==> config.mk <==
export PLATFORM = sky130hd
export DESIGN_NAME = hsv_to_rgb_converter_top
export DESIGN_NICKNAME = d
export VERILOG_FILES = /design/src/rtl/core/hsv2rgb_pkg.sv /design/src/rtl/core/hsv2rgb_scale.sv /design/src/rtl/core/hsv_to_rgb_converter_top.sv
export SDC_FILE = /design/constraint.sdc
export NUM_CORES = 2
export LEC_CHECK = 0
export ABC_AREA = 1
export BUFFER_PORTS_ARGS = -buffer_cell sky130_fd_sc_hd__buf_2
export CAP_MARGIN = 20
export CORE_MARGIN = 2
export CORE_UTILIZATION = 60
export DETAILED_ROUTE_END_ITERATION = 12
export GPL_ROUTABILITY_DRIVEN = 0
export PLACE_DENSITY = 0.79
export SYNTH_ARGS = -nofsm -noshare
export SYNTH_HDL_FRONTEND = slang
export SYNTH_HIERARCHICAL = 1
export SYNTH_SLANG_ARGS = --single-unit
export TNS_END_PERCENT = 20
==> constraint.sdc <==
create_clock -name clk -period 9 [get_ports clk]
set_input_delay 0.9 -clock clk [delete_from_list [all_inputs] [get_ports clk]]
set_output_delay 0.9 -clock clk [all_outputs]
set_load 0.005 [all_outputs]
==> src/rtl/core/hsv2rgb_pkg.sv <==
package hsv2rgb_pkg;

	localparam int unsigned CH_W = 16;

	localparam logic [16:0] ONE_Q15 = 17'd32768;
	localparam logic [17:0] ONE_Q16 = 18'd65536;
	localparam logic [15:0] GRAY_LIMIT = 16'd33;
	// round(24/pi * 2^16): hue in Q3.13 times this gives sector position in Q3.32.
	localparam logic [18:0] HUE_TO_SECTOR = 19'd500658;

	// Sector codes of the hue circle.
	localparam logic [2:0] SECTOR_RED_YELLOW   = 3'd0;
	localparam logic [2:0] SECTOR_YELLOW_GREEN = 3'd1;
	localparam logic [2:0] SECTOR_GREEN_CYAN   = 3'd2;
	localparam logic [2:0] SECTOR_CYAN_BLUE    = 3'd3;
	localparam logic [2:0] SECTOR_BLUE_MAGENTA = 3'd4;
	localparam logic [2:0] SECTOR_FULL_CIRCLE  = 3'd6;

	typedef struct packed {
		logic [CH_W-1:0] hue;
		logic [CH_W-1:0] saturation;
		logic [CH_W-1:0] brightness;
		logic [CH_W-1:0] alpha_in;
	} hsv_pixel_t;

	typedef struct packed {
		logic [CH_W-1:0] red;
		logic [CH_W-1:0] green;
		logic [CH_W-1:0] blue;
		logic [CH_W-1:0] alpha_out;
	} rgb_pixel_t;

	function automatic logic [CH_W-1:0] clamp_one(input logic [CH_W-1:0] x);
		logic [CH_W-1:0] lim;
		lim = ONE_Q15[CH_W-1:0];
		return (x > lim) ? lim : x;
	endfunction

endpackage

==> src/rtl/core/hsv2rgb_scale.sv <==
module hsv2rgb_scale
	import hsv2rgb_pkg::*;
(
	input  logic            clk,
	input  logic [CH_W-1:0] value,
	input  logic [CH_W-1:0] factor,
	output logic [CH_W-1:0] scaled_s3
);

	logic [2*CH_W-1:0] prod;

	assign prod = 32'(value) * 32'(factor);

	// Both operands are at most one in Q1.15, so the Q1.15 result fits 16 bits.
	always_ff @(posedge clk) begin
		scaled_s3 <= prod[30:15];
	end

endmodule

==> src/rtl/core/hsv_to_rgb_converter_top.sv <==
// Channel   Direction  Handshake                 Payload
// pixel     in         start && !busy            hsv_pixel_t (hue, saturation, brightness, alpha)
// color     out        done, one cycle, no stall rgb_pixel_t (red, green, blue, alpha)
//
// One item per clock; from acceptance to done each item passes the stages below, in order.
// Stages: hue scaling multiply, saturation-fraction multiplies, brightness
// multiplies, sector select into the output register.
// busy is held low: the pipeline never stalls since the receiver cannot.
// Reset clears the stage valid bits only; no item is in flight after reset.
module hsv_to_rgb_converter_top
	import hsv2rgb_pkg::*;
(
	input  logic       clk,
	input  logic       arst_n,
	input  logic       start,
	output logic       busy,
	input  hsv_pixel_t pixel,
	output logic       done,
	output rgb_pixel_t color
);

	logic accept;

	// Stage 1
	logic            valid_s1;
	logic            gray_s1;
	logic [CH_W-1:0] sat_s1;
	logic [CH_W-1:0] val_s1;
	logic [CH_W-1:0] alpha_s1;
	logic [2:0]      sector_s1;
	logic [CH_W-1:0] frac_s1;

	// Stage 2
	logic            valid_s2;
	logic            gray_s2;
	logic [CH_W-1:0] val_s2;
	logic [CH_W-1:0] alpha_s2;
	logic [2:0]      sector_s2;
	logic [CH_W-1:0] fp_s2;
	logic [CH_W-1:0] fq_s2;
	logic [CH_W-1:0] ft_s2;

	// Stage 3
	logic            valid_s3;
	logic            gray_s3;
	logic [CH_W-1:0] val_s3;
	logic [CH_W-1:0] alpha_s3;
	logic [2:0]      sector_s3;
	logic [CH_W-1:0] p_s3;
	logic [CH_W-1:0] q_s3;
	logic [CH_W-1:0] t_s3;

	// Stage 4
	logic       valid_s4;
	rgb_pixel_t color_s4;

	logic [CH_W-1:0] sat_clamp;
	logic [CH_W-1:0] val_clamp;
	logic [34:0]     hue_prod;
	logic [31:0]     sf_prod;
	logic [16:0]     inv_frac;
	logic [32:0]     st_prod;
	rgb_pixel_t      color_next;

	assign busy   = 1'b0;
	assign accept = start && !busy;

	assign sat_clamp = clamp_one(pixel.saturation);
	assign val_clamp = clamp_one(pixel.brightness);
	assign hue_prod  = 35'(pixel.hue) * 35'(HUE_TO_SECTOR);

	always_ff @(posedge clk or negedge arst_n) begin
		if (!arst_n) begin
			valid_s1 <= 1'b0;
			valid_s2 <= 1'b0;
			valid_s3 <= 1'b0;
			valid_s4 <= 1'b0;
		end else begin
			valid_s1 <= accept;
			valid_s2 <= valid_s1;
			valid_s3 <= valid_s2;
			valid_s4 <= valid_s3;
		end
	end

	always_ff @(posedge clk) begin
		gray_s1   <= sat_clamp < GRAY_LIMIT;
		sat_s1    <= sat_clamp;
		val_s1    <= val_clamp;
		alpha_s1  <= pixel.alpha_in;
		sector_s1 <= hue_prod[34:32];
		frac_s1   <= hue_prod[31:16];
	end

	assign sf_prod  = 32'(sat_s1) * 32'(frac_s1);
	assign inv_frac = 17'(ONE_Q16 - 18'(frac_s1));
	assign st_prod  = 33'(sat_s1) * 33'(inv_frac);

	// Each factor lies in 0 .. one, so the low 16 bits of the difference hold it.
	always_ff @(posedge clk) begin
		gray_s2   <= gray_s1;
		val_s2    <= val_s1;
		alpha_s2  <= alpha_s1;
		sector_s2 <= sector_s1;
		fp_s2     <= 16'(ONE_Q15 - 17'(sat_s1));
		fq_s2     <= 16'(ONE_Q15 - 17'(sf_prod[31:16]));
		ft_s2     <= 16'(ONE_Q15 - st_prod[32:16]);
	end

	hsv2rgb_scale u_scale_p (.clk(clk), .value(val_s2), .factor(fp_s2), .scaled_s3(p_s3));
	hsv2rgb_scale u_scale_q (.clk(clk), .value(val_s2), .factor(fq_s2), .scaled_s3(q_s3));
	hsv2rgb_scale u_scale_t (.clk(clk), .value(val_s2), .factor(ft_s2), .scaled_s3(t_s3));

	always_ff @(posedge clk) begin
		gray_s3   <= gray_s2;
		val_s3    <= val_s2;
		alpha_s3  <= alpha_s2;
		sector_s3 <= sector_s2;
	end

	always_comb begin
		color_next.alpha_out = alpha_s3;
		if (gray_s3) begin
			color_next.red   = val_s3;
			color_next.green = val_s3;
			color_next.blue  = val_s3;
		end else begin
			unique case (sector_s3) inside
				SECTOR_RED_YELLOW, SECTOR_FULL_CIRCLE: begin
					color_next.red   = val_s3;
					color_next.green = t_s3;
					color_next.blue  = p_s3;
				end
				SECTOR_YELLOW_GREEN: begin
					color_next.red   = q_s3;
					color_next.green = val_s3;
					color_next.blue  = p_s3;
				end
				SECTOR_GREEN_CYAN: begin
					color_next.red   = p_s3;
					color_next.green = val_s3;
					color_next.blue  = t_s3;
				end
				SECTOR_CYAN_BLUE: begin
					color_next.red   = p_s3;
					color_next.green = q_s3;
					color_next.blue  = val_s3;
				end
				SECTOR_BLUE_MAGENTA: begin
					color_next.red   = t_s3;
					color_next.green = p_s3;
					color_next.blue  = val_s3;
				end
				// Magenta to red, and a hue beyond the circle that lands one past it.
				default: begin
					color_next.red   = val_s3;
					color_next.green = p_s3;
					color_next.blue  = q_s3;
				end
			endcase
		end
	end

	always_ff @(posedge clk) begin
		color_s4 <= color_next;
	end

	assign done  = valid_s4;
	assign color = color_s4;

	a_latency: assert property (@(posedge clk) disable iff (!arst_n)
		(start && !busy) |-> ##4 done)
		else $error("accepted item did not come out four cycles later");

	a_no_phantom: assert property (@(posedge clk) disable iff (!arst_n)
		done |-> $past(start, 4))
		else $error("result strobe without an accepted item");

	a_alpha: assert property (@(posedge clk) disable iff (!arst_n)
		done |-> (color.alpha_out == $past(pixel.alpha_in, 4)))
		else $error("alpha changed on its way through");

	a_gray: assert property (@(posedge clk) disable iff (!arst_n)
		(done && $past(pixel.saturation < GRAY_LIMIT, 4)) |->
		(color.red == color.green && color.green == color.blue))
		else $error("low saturation item is not gray");

endmodule
==> results.json <==
{
  "met2WireLength_microns": 74600,
  "fmax_mhz": 130,
  "clk_pin_slew_ns": 0.06,
  "final.setup_skew_ns": 0.0439,
  "final_core_util": 0.635,
  "number_of_global_route_vias_before_repair": 51600,
  "die_area_sq_um": 102000,
  "cpPeakStageDelay_ns": 0.55,
  "finalSetupTns_ns": 0,
  "grt_antenna_before_repair": 2,
  "dominantRegCellSynth": "sky130_fd_sc_hd__dfxtp_1",
  "synthCells": 7966,
  "synth_sequential_area_ratio": 0.102,
  "crit_path_top_delay_cell": "sky130_fd_sc_hd__fa_1",
  "ys_types": 54,
  "io-pin-count": 133,
  "met3RoutedLength_microns": 15600,
  "die-width_microns": 320,
  "dr_total_vias": 50100,
  "min-delay-path-class": "input pin to asynchronous set/reset pin",
  "detail_route.vias_per_cell": 5.44,
  "syn_to_final_growth_pct": 4.62,
  "clock_sinks": 304,
  "final-setup-viol-count": 0,
  "cp_endpoint_kind": "register",
  "die_h_microns": 320,
  "drv_slew": 0,
  "grt_remaining_overflow": 0,
  "insertedDiodeCount": 0,
  "grt_max_degree": 50,
  "outcome": "completed",
  "drt_drc_violations_left": 0,
  "critPathRequiredTime_ns": 9.47,
  "share_of_the_clock_period_used_by_the_worst_path": 0.857,
  "detailed_place_hpwl_microns": 129000,
  "critical_path_at_ns": 8.18,
  "synth_enable_flop_cells": 0,
  "max_cap_viol_count": 0,
  "cts_max_path_buffers": 3,
  "finish.net_count": 9660,
  "dp_cells": 9138,
  "wirelength_microns": 161000,
  "grt_pass1_wl_microns": 263000,
  "synth_fp_nets": 9737,
  "clock_tree.root_cell": "sky130_fd_sc_hd__clkbuf_16",
  "detail_route.wl_per_cell_microns": 17.5,
  "port_buffers": 131,
  "timing.final.hold_violations": 0,
  "tritoncts": "done",
  "drtIter0Drc": 4743,
  "dr.max_layer_used": "met5",
  "cts_repair_resize_count": 0,
  "m1WireLength_microns": 61900,
  "row_count": 115,
  "tightest_slew_ns": 1.26,
  "synthesis.area_sq_um": 59900,
  "total_routing_resource_utilization_after_global_routing": 0.321,
  "synth_async_sr_flop_share": 0.0132,
  "syn_area_per_cell_sq_um": 7.52,
  "final.min_clock_period_ns": 7.71,
  "timing.reg2reg.setup_slack_ns": 1.29,
  "initial_utilization": 0.607,
  "postCtsHoldBufs": 0,
  "timing.critical_path.fanout_max": 18,
  "numCtsBuffers": 34,
  "worstSetupStartpointType": "register",
  "firstDrtPassIters": 9,
  "yosysWarningCount": 6,
  "relSlewSlack": 0.158,
  "clock_insertion_delay_at_the_later_pin_of_the_skew_report_ns": 0.59,
  "core_sq_um": 98700,
  "timing.setup.critical_path_class": "register to register",
  "postCtsSetupBuffers": 0,
  "rsz0062_at_grt": "no",
  "antenna_left": 0,
  "synth_seq_cells": 304,
  "post_route_cells_drive_above_1_share": 0.0398,
  "htreeDepth": 2,
  "finish.cell_count_without_fillers": 9200
}
-- worst paths after layout --
path                                    from            to  cells after the start
max in group asynchronous             arst_n      valid_s3                      1
worst min register to register  sector_s2[1]  sector_s3[1]                      0
worst max-delay path              frac_s1[0]     ft_s2[12]                     35
min in group clk                sector_s2[1]  sector_s3[1]                      0
worst max register to register    frac_s1[0]     ft_s2[12]                     35
worst min-delay path                  arst_n      valid_s2                      1
-- placed cells by master (no fill, tap or decap), drive strengths merged, types with 6 or more instances in the layout --
cell,n
a21oi,177
inv,2239
and2,7
a31oi,9
a221oi,15
clkbuf,41
nand2,2085
buf,185
nand4,41
fa,1076
nor3,48
o21bai,15
xor2,62
nand3b,11
nor4,16
clkinv,13
nor2,451
ha,628
nand3,186
a22oi,19
dfxtp,300
bufinv,6
xnor2,23
a21o,9
o22ai,13
o21a,6
o21ai,208
-- per-stage QoR --
stage               hold WS [ns]  area [sq um]  worst slack, ns
finish                     0.124         62700             1.29
global route               0.115         62700            0.736
detailed placement         0.312         61400             1.40
floorplan                  0.310         59900             2.22
global placement           0.310         61400             1.60
CTS                        0.106         62600             1.39
-- synthesized netlist by cell type, types with 7 or more instances --
cell | instances | area share
sky130_fd_sc_hd__a21o_1 | 9 | 0.0011
sky130_fd_sc_hd__a21oi_1 | 177 | 0.015
sky130_fd_sc_hd__a221oi_1 | 15 | 0.0022
sky130_fd_sc_hd__a22oi_1 | 19 | 0.0024
sky130_fd_sc_hd__a31oi_1 | 9 | 0.00094
sky130_fd_sc_hd__and2_1 | 7 | 0.00073
sky130_fd_sc_hd__buf_1 | 17 | 0.0011
sky130_fd_sc_hd__buf_2 | 8 | 0.00067
sky130_fd_sc_hd__clkbuf_1 | 261 | 0.016
sky130_fd_sc_hd__dfxtp_1 | 300 | 0.10
sky130_fd_sc_hd__fa_1 | 1076 | 0.36
sky130_fd_sc_hd__ha_1 | 628 | 0.13
sky130_fd_sc_hd__inv_1 | 2230 | 0.14
sky130_fd_sc_hd__nand2_1 | 2069 | 0.13
sky130_fd_sc_hd__nand2_2 | 15 | 0.0016
sky130_fd_sc_hd__nand3_1 | 181 | 0.015
sky130_fd_sc_hd__nand3b_1 | 11 | 0.0014
sky130_fd_sc_hd__nand4_1 | 40 | 0.0042
sky130_fd_sc_hd__nor2_1 | 437 | 0.027
sky130_fd_sc_hd__nor2_2 | 11 | 0.0011
sky130_fd_sc_hd__nor3_1 | 42 | 0.0035
sky130_fd_sc_hd__nor4_1 | 16 | 0.0017
sky130_fd_sc_hd__o21ai_0 | 195 | 0.016
sky130_fd_sc_hd__o21ai_2 | 7 | 0.0010
sky130_fd_sc_hd__o21bai_1 | 15 | 0.0019
sky130_fd_sc_hd__o22ai_1 | 13 | 0.0014
sky130_fd_sc_hd__xnor2_1 | 23 | 0.0034
sky130_fd_sc_hd__xor2_1 | 61 | 0.0089
-- registers in the layout (all words and copies together) (netlist names), 3 cells and up --
| signal | cells |
|---|---|
| val_s3 | 16 |
| sector_s2 | 3 |
| fp_s2 | 16 |
| sector_s3 | 3 |
| ft_s2 | 16 |
| u_scale_t/scaled_s3 | 16 |
| sat_s1 | 16 |
| sector_s1 | 3 |
| alpha_s1 | 16 |
| alpha_s3 | 16 |
| val_s1 | 16 |
| u_scale_p/scaled_s3 | 16 |
| u_scale_q/scaled_s3 | 16 |
| fq_s2 | 16 |
| alpha_s2 | 16 |
| frac_s1 | 16 |
| color | 64 |
| val_s2 | 16 |
-- cell type report --
class | instances | area [sq um]
Clock buffer | 41 | 907
Clock inverter | 19 | 303
Fill cell | 8282 | 36000
Inverter | 2240 | 8410
Multi-Input combinational cell | 5124 | 44200
Sequential cell | 304 | 6130
Tap cell | 1287 | 1610
Timing Repair Buffer | 185 | 1090
-- critical path, delay by kind of cell, from the launching register on --
| kind | cells | cell delay, ns |
|---|---|---|
| adders and majority gates | 8 | 3.62 |
| and+or+nand+nor | 19 | 2.63 |
| DFF | 1 | 0.54 |
| buffers and inverters | 8 | 0.82 |
-- per-layer routing --
metal | up-vias | track usage
met5 | - | 0
li1 | 22900 | -
met4 | 4 | 0.149
met2 | 2642 | 0.532
met1 | 24000 | 0.409
met3 | 522 | 0.0574
-- cell families after synthesis --
family	after synthesis	share of synthesized area
xor+xnor	85	0.0126
buf+inv	2538	0.160
other cells	1	0.0000626
fa+ha+maj	1704	0.491
flops	304	0.102
simple gates	2851	0.190
compound gates	483	0.0450
Power is not shown: default switching activity piles up to over one toggle a cycle in this logic, so the estimate is an artifact.
